$ cat src/rtl/frm_pkg.sv
`timescale 1ns / 1ps
`default_nettype none
// ----------------------------------------------------------------------------
// frm_pkg: shared types and constants of the frame rate meter and limiter
// Field widths, fixed arithmetic constants, sequencer states and the
// period ring control bundle.
// ----------------------------------------------------------------------------
package frm_pkg;

  // Field widths
  localparam int TS_W    = 32;
  localparam int RATE_W  = 22;
  localparam int DELAY_W = 10;
  localparam int MAXR_W  = 10;

  // Operation codes
  localparam logic OP_START = 1'b0;
  localparam logic OP_END   = 1'b1;

  // Arithmetic constants
  localparam logic [MAXR_W-1:0]  MAX_RATE_RST = 10'd60;
  localparam int                 TGT_NUM      = 1000;     // ms per second
  localparam int                 RATE_SCALE   = 256000;   // 1000 in Q8
  localparam logic [RATE_W-1:0]  RATE_MAX     = 22'h3FFFFF;
  localparam logic [RATE_W-1:0]  RATE_DEFAULT = 22'd15360; // 60.0 in Q8

  // Sequencer states
  typedef enum logic [2:0] {
    ST_IDLE,
    ST_SUB,
    ST_ADD,
    ST_TGT,
    ST_RATE,
    ST_OUT
  } state_e;

  // Period ring control
  typedef struct packed {
    logic rd_en;
    logic wr_en;
  } ring_ctl_t;

endpackage
`default_nettype wire

$ cat src/rtl/frm_div.sv
`timescale 1ns / 1ps
`default_nettype none
// ----------------------------------------------------------------------------
// frm_div: shared restoring divider
// One quotient bit per cycle; when the quotient is final, done_o pulses
// for one cycle. A start in the done cycle is taken.
// ----------------------------------------------------------------------------
module frm_div #(
  parameter int NUM_W = 22,
  parameter int DEN_W = 36
) (
  input  wire logic             clk_i,
  input  wire logic             rst_ni,
  input  wire logic             start_i,
  input  wire logic [NUM_W-1:0] num_i,
  input  wire logic [DEN_W-1:0] den_i,
  output logic                  done_o,
  output logic [NUM_W-1:0]      quot_o
);

  localparam int CNT_W = $clog2(NUM_W + 1);

  logic             run_q;
  logic [CNT_W-1:0] cnt_q;
  logic [DEN_W-1:0] rem_q, rem_d;
  logic [DEN_W-1:0] den_q;
  logic [NUM_W-1:0] quo_q, quo_d;
  logic [DEN_W:0]   trial;
  logic             ge;

  // One shift-subtract step
  always_comb begin
    trial = {rem_q, quo_q[NUM_W-1]};
    ge    = (trial >= {1'b0, den_q});
    rem_d = ge ? DEN_W'(trial - {1'b0, den_q}) : DEN_W'(trial);
    quo_d = {quo_q[NUM_W-2:0], ge};
  end

  assign done_o = run_q && (cnt_q == '0);
  assign quot_o = quo_q;

  // Step counter and run flag
  always_ff @(posedge clk_i or negedge rst_ni) begin
    if (!rst_ni) begin
      run_q <= 1'b0;
      cnt_q <= '0;
    end else if (start_i) begin
      run_q <= 1'b1;
      cnt_q <= CNT_W'(NUM_W);
    end else if (run_q) begin
      if (cnt_q == '0) begin
        run_q <= 1'b0;
      end else begin
        cnt_q <= cnt_q - 1'b1;
      end
    end
  end

  // Datapath registers
  always_ff @(posedge clk_i) begin
    if (start_i) begin
      quo_q <= num_i;
      den_q <= den_i;
      rem_q <= '0;
    end else if (run_q && (cnt_q != '0)) begin
      quo_q <= quo_d;
      rem_q <= rem_d;
    end
  end

endmodule
`default_nettype wire

$ cat src/rtl/frm_ring.sv
`timescale 1ns / 1ps
`default_nettype none
// ----------------------------------------------------------------------------
// frm_ring: ring of the most recent frame periods
// Single-port memory with a registered read and a wrapping write slot.
// A write stores at the current slot and advances it.
// ----------------------------------------------------------------------------
module frm_ring #(
  parameter int DEPTH = 10
) (
  input  wire logic                    clk_i,
  input  wire logic                    rst_ni,
  input  wire frm_pkg::ring_ctl_t      ctl_i,
  input  wire logic [frm_pkg::TS_W-1:0] wdata_i,
  output logic [frm_pkg::TS_W-1:0]     rdata_o
);

  localparam int SLOT_W = (DEPTH > 1) ? $clog2(DEPTH) : 1;

  logic [frm_pkg::TS_W-1:0] mem [DEPTH];
  logic [frm_pkg::TS_W-1:0] rdata_q;
  logic [SLOT_W-1:0]        slot_q;

  // Write slot, wraps after the last entry
  always_ff @(posedge clk_i or negedge rst_ni) begin
    if (!rst_ni) begin
      slot_q <= '0;
    end else if (ctl_i.wr_en) begin
      slot_q <= (slot_q == SLOT_W'(DEPTH - 1)) ? '0 : slot_q + 1'b1;
    end
  end

  // Memory port
  always_ff @(posedge clk_i) begin
    if (ctl_i.wr_en) begin
      mem[slot_q] <= wdata_i;
    end
    if (ctl_i.rd_en) begin
      rdata_q <= mem[slot_q];
    end
  end

  assign rdata_o = rdata_q;

endmodule
`default_nettype wire

$ cat src/rtl/frame_rate_meter_and_limiter.sv
`timescale 1ns / 1ps
`default_nettype none
// ----------------------------------------------------------------------------
// frame_rate_meter_and_limiter: averaged frame rate and frame limiter delay
// Input channel (in_valid_i/in_ready_o) carries a start or end mark with a
// millisecond timestamp. A start mark leaves the input open and gives no
// result. An end mark gives one request on the output channel
// (out_valid_o/out_ready_i): averaged rate in Q8, delay to hold max_rate,
// and the period since the previous end mark.
// An end mark runs through a small sequencer around one shared restoring
// divider: ring read, sum update, target division (1000 / max_rate), then
// rate division (count * 256000 / sum); the rate division is skipped when
// the sum is zero. in_ready_o is low until the sequencer is back in idle.
// The finished result sits in an output register; a new item is accepted
// while it waits, and the next end mark holds in the last sequencer state
// until the receiver takes the previous result.
// max_rate is written through cfg_we_i/cfg_wdata_i; the user must write it
// only while idle, the block does not enforce this.
// Reset clears the window, sum and times and sets max_rate to 60.
// ----------------------------------------------------------------------------
module frame_rate_meter_and_limiter #(
  parameter int WINDOW = 10
) (
  input  wire logic                          clk_i,
  input  wire logic                          rst_ni,
  input  wire logic                          cfg_we_i,
  input  wire logic [frm_pkg::MAXR_W-1:0]    cfg_wdata_i,
  input  wire logic                          in_valid_i,
  output logic                               in_ready_o,
  input  wire logic                          operation_i,
  input  wire logic [frm_pkg::TS_W-1:0]      timestamp_ms_i,
  output logic                               out_valid_o,
  input  wire logic                          out_ready_i,
  output logic [frm_pkg::RATE_W-1:0]         rate_q8_o,
  output logic [frm_pkg::DELAY_W-1:0]        delay_ms_o,
  output logic [frm_pkg::TS_W-1:0]           frame_time_ms_o
);

  localparam int TS_W  = frm_pkg::TS_W;
  localparam int SUM_W = TS_W + $clog2(WINDOW);
  localparam int CNT_W = $clog2(WINDOW + 1);
  localparam int NUM_W = $clog2(WINDOW * frm_pkg::RATE_SCALE + 1);
  localparam int QW    = (NUM_W > frm_pkg::RATE_W) ? NUM_W : frm_pkg::RATE_W;

  frm_pkg::state_e    state_q, state_d;
  frm_pkg::ring_ctl_t ring_ctl;

  logic [frm_pkg::MAXR_W-1:0]  max_rate_q;
  logic [TS_W-1:0]             start_q, last_end_q, period_q, elapsed_q;
  logic                        seen_q;
  logic [SUM_W-1:0]            sum_q;
  logic [CNT_W-1:0]            held_q;
  logic [frm_pkg::RATE_W-1:0]  rate_q;
  logic [frm_pkg::DELAY_W-1:0] delay_q;
  logic                        out_valid_q;
  logic [frm_pkg::RATE_W-1:0]  out_rate_q;
  logic [frm_pkg::DELAY_W-1:0] out_delay_q;
  logic [TS_W-1:0]             out_time_q;

  logic                        accept, accept_end, accept_start, full, load_out;
  logic [frm_pkg::MAXR_W-1:0]  rate_div;
  logic [TS_W-1:0]             rd_data, tgt_ext;
  logic                        div_start, div_done;
  logic [NUM_W-1:0]            div_num, div_quot;
  logic [SUM_W-1:0]            div_den;
  logic [QW-1:0]               quot_ext;
  logic [frm_pkg::RATE_W-1:0]  rate_sat;
  logic [frm_pkg::DELAY_W-1:0] delay_calc;

  // Handshake and decode
  assign in_ready_o   = (state_q == frm_pkg::ST_IDLE);
  assign accept       = in_valid_i && in_ready_o;
  assign accept_end   = accept && (operation_i == frm_pkg::OP_END);
  assign accept_start = accept && (operation_i == frm_pkg::OP_START);
  assign full         = (held_q == CNT_W'(WINDOW));
  assign load_out     = (state_q == frm_pkg::ST_OUT) && (!out_valid_q || out_ready_i);
  assign rate_div     = (max_rate_q == '0) ? frm_pkg::MAXR_W'(1) : max_rate_q;

  // Result shaping from the divider
  always_comb begin
    quot_ext   = QW'(div_quot);
    rate_sat   = (quot_ext > QW'(frm_pkg::RATE_MAX)) ? frm_pkg::RATE_MAX
                                                     : quot_ext[frm_pkg::RATE_W-1:0];
    tgt_ext    = TS_W'(div_quot[frm_pkg::DELAY_W-1:0]);
    delay_calc = (elapsed_q < tgt_ext) ? frm_pkg::DELAY_W'(tgt_ext - elapsed_q) : '0;
  end

  // Sequencer: next state and strobes
  always_comb begin
    state_d        = state_q;
    ring_ctl.rd_en = 1'b0;
    ring_ctl.wr_en = 1'b0;
    div_start      = 1'b0;
    div_num        = NUM_W'(frm_pkg::TGT_NUM);
    div_den        = SUM_W'(rate_div);
    case (state_q)
      frm_pkg::ST_IDLE: begin
        ring_ctl.rd_en = accept_end;
        if (accept_end) begin
          state_d = frm_pkg::ST_SUB;
        end
      end
      frm_pkg::ST_SUB: begin
        state_d = frm_pkg::ST_ADD;
      end
      frm_pkg::ST_ADD: begin
        ring_ctl.wr_en = 1'b1;
        div_start      = 1'b1;
        state_d        = frm_pkg::ST_TGT;
      end
      frm_pkg::ST_TGT: begin
        if (div_done) begin
          if (sum_q == '0) begin
            state_d = frm_pkg::ST_OUT;
          end else begin
            div_start = 1'b1;
            div_num   = NUM_W'(held_q) * NUM_W'(frm_pkg::RATE_SCALE);
            div_den   = sum_q;
            state_d   = frm_pkg::ST_RATE;
          end
        end
      end
      frm_pkg::ST_RATE: begin
        if (div_done) begin
          state_d = frm_pkg::ST_OUT;
        end
      end
      frm_pkg::ST_OUT: begin
        if (load_out) begin
          state_d = frm_pkg::ST_IDLE;
        end
      end
      default: begin
        state_d = frm_pkg::ST_IDLE;
      end
    endcase
  end

  // State register
  always_ff @(posedge clk_i or negedge rst_ni) begin
    if (!rst_ni) begin
      state_q <= frm_pkg::ST_IDLE;
    end else begin
      state_q <= state_d;
    end
  end

  // Config register
  always_ff @(posedge clk_i or negedge rst_ni) begin
    if (!rst_ni) begin
      max_rate_q <= frm_pkg::MAX_RATE_RST;
    end else if (cfg_we_i) begin
      max_rate_q <= cfg_wdata_i;
    end
  end

  // Meter state: times, running sum, fill count
  always_ff @(posedge clk_i or negedge rst_ni) begin
    if (!rst_ni) begin
      start_q    <= '0;
      last_end_q <= '0;
      seen_q     <= 1'b0;
      sum_q      <= '0;
      held_q     <= '0;
    end else begin
      if (accept_start) begin
        start_q <= timestamp_ms_i;
      end
      if (accept_end) begin
        last_end_q <= timestamp_ms_i;
        seen_q     <= 1'b1;
      end
      if ((state_q == frm_pkg::ST_SUB) && full) begin
        sum_q <= sum_q - SUM_W'(rd_data);
      end
      if (state_q == frm_pkg::ST_ADD) begin
        sum_q <= sum_q + SUM_W'(period_q);
        if (!full) begin
          held_q <= held_q + 1'b1;
        end
      end
    end
  end

  // Per-item working registers
  always_ff @(posedge clk_i) begin
    if (accept_end) begin
      period_q  <= seen_q ? (timestamp_ms_i - last_end_q) : '0;
      elapsed_q <= timestamp_ms_i - start_q;
    end
    if ((state_q == frm_pkg::ST_TGT) && div_done) begin
      delay_q <= delay_calc;
      if (sum_q == '0) begin
        rate_q <= frm_pkg::RATE_DEFAULT;
      end
    end
    if ((state_q == frm_pkg::ST_RATE) && div_done) begin
      rate_q <= rate_sat;
    end
  end

  // Output register
  always_ff @(posedge clk_i or negedge rst_ni) begin
    if (!rst_ni) begin
      out_valid_q <= 1'b0;
    end else if (load_out) begin
      out_valid_q <= 1'b1;
    end else if (out_ready_i) begin
      out_valid_q <= 1'b0;
    end
  end

  always_ff @(posedge clk_i) begin
    if (load_out) begin
      out_rate_q  <= rate_q;
      out_delay_q <= delay_q;
      out_time_q  <= period_q;
    end
  end

  assign out_valid_o     = out_valid_q;
  assign rate_q8_o       = out_rate_q;
  assign delay_ms_o      = out_delay_q;
  assign frame_time_ms_o = out_time_q;

  // Period ring
  frm_ring #(
    .DEPTH (WINDOW)
  ) u_ring (
    .clk_i   (clk_i),
    .rst_ni  (rst_ni),
    .ctl_i   (ring_ctl),
    .wdata_i (period_q),
    .rdata_o (rd_data)
  );

  // Shared divider
  frm_div #(
    .NUM_W (NUM_W),
    .DEN_W (SUM_W)
  ) u_div (
    .clk_i   (clk_i),
    .rst_ni  (rst_ni),
    .start_i (div_start),
    .num_i   (div_num),
    .den_i   (div_den),
    .done_o  (div_done),
    .quot_o  (div_quot)
  );

endmodule
`default_nettype wire

$ cat config.mk
export PLATFORM = sky130hd
export DESIGN_NAME = frame_rate_meter_and_limiter
export DESIGN_NICKNAME = d
export VERILOG_FILES = /design/src/rtl/frm_pkg.sv /design/src/rtl/frm_div.sv /design/src/rtl/frm_ring.sv /design/src/rtl/frame_rate_meter_and_limiter.sv
export SDC_FILE = /design/constraint.sdc
export NUM_CORES = 1
export LEC_CHECK = 0
export BUFFER_PORTS_ARGS = -buffer_cell sky130_fd_sc_hd__buf_2
export CAP_MARGIN = 30
export CORE_MARGIN = 1
export CORE_UTILIZATION = 45
export CTS_CLUSTER_DIAMETER = 50
export DETAILED_ROUTE_END_ITERATION = 6
export GPL_TIMING_DRIVEN = 0
export PLACE_DENSITY = 0.74
export SYNTH_ARGS = -nofsm -noshare
export SYNTH_HDL_FRONTEND = slang
export SYNTH_SLANG_ARGS = --single-unit
export TNS_END_PERCENT = 10
$ cat constraint.sdc
create_clock -name clk_i -period 4.48 [get_ports clk_i]
set_clock_uncertainty 0.1 [all_clocks]
set_input_delay 0.224 -clock clk_i [delete_from_list [all_inputs] [get_ports clk_i]]
set_output_delay 0.224 -clock clk_i [all_outputs]
set_load 0.005 [all_outputs]
==> impl_results.md <==
* Synthesized area at 0.03609 mm²
* Final Core Density at 53.20%
* Fin Hold WS at 50.64 ps
* Hold path endpoint: max_rate_q[9]$_DFFE_PN0P_
* Leak at 16.11 nW
* Buffers added on ports at 112
* Via density at 5.568
* Die Wd at 285.2 µm
* Worst R2R Path Depth at 16
* Critical path capture point type: register
* Failing checks: negative setup slack
* Critical Path RT at 4880 ps
* Grt ovf at 0
* TritonCTS buffer count at 82
* WP data arrival at 5140 ps
* FFs w/ async S/R, synth at 17.55%
* Number of global-route vias before repair at 24,254
* Post-Route WL at 86.46 mm
* Worst hold path depth at 2
* Status: complete, but fails checks
* Final period utilization at 105.8%
* Synth Register Bits at 735
* Synth Instances at 2,985
* Final setup fails at 8
* Initial antenna violation count at 0
* Clock sink count at 735
* Min cycle time layout at 4738 ps
* Setup TNS Final at -1048 ps
* Slew @ Worst Pin at 970.4 ps
* Largest net degree at the start of global routing at 85
* First-pass GRT wire length at 134.7 mm
* DR pass1 iterations at 5
* Commonest non-fill, non-tap cell in the layout: edfxtp_1
* Tot GR Track Use at 21.29%
* RePlAce Congestion at 0.9031
* Worst-path clk slew at 60 ps
* Routed vias at 24,414
* Post-layout nets at 3,498
* Crit path max fanout at 6
* VDD IR-drop max at 0.4148 mV
* Later-pin clock latency in the skew report at 650 ps
* Setup Crit Path Kind: reg2reg
* EDFF count, synth at 570
* Power per standard cell area at 687.0 mW/mm²
* Die height at 285.2 µm
* Diode count at 0
* Clock Tree Root: clkbuf_16
* Final ANT Viol Nets at 0
* Synth cell types at 78
* RR Startpoint: u_ring.rdata_o[1]$_DFFE_PP_
* Row cnt at 103
* Normalized max-slew margin at 34.96%
* Min-delay worst type: in2reg
* Synth Warn # at 0
* H-tree depth at 3
* First DRT Iteration DRCs at 1,771
* Top_reg_cell synth: edfxtp_1
* DR WL/cell at 19.72 µm
* Most frequent cells in the layout: edfxtp_1 (570), nand2_1 (260), o21ai_0 (210)
* CTS tree: yes
* Worst Setup Start Kind: register
* Max-slew violation count at 0
* Core Region at 0.07913 mm²
* Tot Pwr at 0.02892 W
* Starting Density at 45.61%
* Die ar. at 0.08133 mm²
* Unrepaired setup endpoints after global routing: true
* Io pins at 114
* Syn Nets at 3,216
* Share of cells above drive strength 1 at 14.00%
* Clk buf depth at 3
* Fin worst setup slack at -257.9 ps
* Post-synthesis sequential area ratio at 58.39%
* Syn Area/Cell at 12.09 µm²
* Maxcap violations at 0
* Layout area overhead at 16.65%
* Fmax at 211.1 MHz
* R2r endpoint: sum_q[35]$_DFFE_PN0P_
* Reg2Reg Setup Slack at -260 ps
* Remaining DRCs at 0
* Final hold violation count at 0
* Hold path start: cfg_we_i
* Post-DP HPWL at 61.62 mm
logic make-up (layout without fill, tap and decap cells):
family	Yosys count	count (layout)	share of synthesized area [%]
compound gates	706	706	11.98
xor+xnor	145	145	3.519
fa+ha+maj	183	183	6.594
buf+inv	314	664	3.294
flops	735	735	58.39
mux	132	132	5.929
simple gates	770	770	10.30
area by class of cell:
| class | count | area (µm²) |
|---|---|---|
| Sequential cell | 735 | 21070 |
| Fill cell | 6563 | 37030 |
| Clock buffer | 97 | 2148 |
| Clock inverter | 55 | 550.5 |
| Buffer | 115 | 462.9 |
| Inverter | 192 | 720.7 |
| Tap cell | 1050 | 1314 |
| Timing Repair Buffer | 205 | 1640 |
| Multi-Input combinational cell | 1936 | 14190 |
layer usage:
layer | global-route usage, % | routed length (µm) | vias up
li1 | - | - | 11617
met1 | 26.76 | 35540 | 11920
met2 | 36.61 | 42880 | 695
met3 | 3.712 | 4825 | 182
met4 | 8.088 | 3210 | 0
met5 | 0 | 0 | -
cells in the mapped netlist (14+ instances only):
master	number	area, µm²
dfxtp_1	36	720.7
ha_1	171	2140
inv_1	190	713.2
nand2_1	260	975.9
mux2_2	14	157.7
and2_1	36	225.2
nand2b_1	31	193.9
a31oi_1	20	125.1
nor4_1	43	269.0
nand4_1	20	125.1
o21a_1	23	172.7
dfrtp_1	125	3128
xnor2_1	77	674.4
nor3_1	45	225.2
and3_1	18	112.6
clkbuf_1	101	379.1
xor2_1	68	595.6
edfxtp_1	570	17120
nor2b_1	62	387.9
a21o_1	57	427.9
o21bai_1	16	120.1
o21ai_0	216	1081
a22oi_1	14	105.1
mux2i_1	54	540.5
o31ai_1	15	112.6
buf_1	15	56.30
nor2_1	167	626.9
a21oi_1	207	1036
a211oi_1	53	397.9
nand3_1	39	195.2
mux4_2	64	1441
how the worst max path moves through the flow:
| stage | start | to | slack, ps | depth (start not counted) |
|---|---|---|---|---|
| after floorplan | u_ring.rdata_o[0]$_DFFE_PP_ | sum_q[33]$_DFFE_PN0P_ | -30 | 21 |
| after global placement | state_q[0]$_DFFE_PN0P_ | frame_time_ms_o[23]$_DFFE_PP_ | -2040 | 4 |
| after detailed placement | state_q[2]$_DFFE_PN0P_ | sum_q[35]$_DFFE_PN0P_ | -1220 | 16 |
| after CTS | u_ring.rdata_o[0]$_DFFE_PP_ | sum_q[29]$_DFFE_PN0P_ | -240 | 17 |
| after global routing | u_ring.rdata_o[0]$_DFFE_PP_ | sum_q[35]$_DFFE_PN0P_ | -390 | 17 |
| final | u_ring.rdata_o[1]$_DFFE_PP_ | sum_q[35]$_DFFE_PN0P_ | -260 | 16 |
per-stage QoR:
step,worst slack (ps),std cells,cell area (µm²)
2_1_floorplan,-25.58,2985,36100
3_3_place_gp,-2041,4147,37980
3_5_place_dp,-1221,4174,38510
4_1_cts,-240.3,4379,41930
5_1_grt,-390.5,4385,42100
6_report,-257.9,4385,42100
sequential cells by signal (all words and copies together) (netlist names), 36 cells and up:
signal       count
u_ring.mem     320
sum_q           36
u_div.den_q     36
u_div.rem_q     36
repair_timing:
| item | in CTS | in global routing |
|---|---|---|
| endpoints found under the setup margin | 80 | 34 |
| setup buffers | 11 | 7 |
| pin swaps | 14 | 10 |
| resized for setup | 49 | 30 |
| hold buffers | 47 | 0 |
| endpoints found under the hold margin | 201 | 0 |
critical path: stages (launching register included):
cell	delay [ps]
edfxtp_1	440
inv_2	100
ha_4	130
or3b_4	370
or4_4	500
or2_4	290
or3_4	370
nor3_4	140
xor2_1	160
a21oi_1	100
ha_1	380
a21o_1	220
and2_1	170
o41a_1	420
o2111a_1	260
a211o_1	290
xnor2_2	150
where the power goes:
group          leakage (nW)  switching (W)  total, W  internal [W]
Clock                  1.31        0.00285   0.00664       0.00379
Combinational          7.78        0.00749    0.0129       0.00536
Sequential             7.01       0.000686   0.00942       0.00873
No activity file was read; power rests on OpenSTA's default activity.
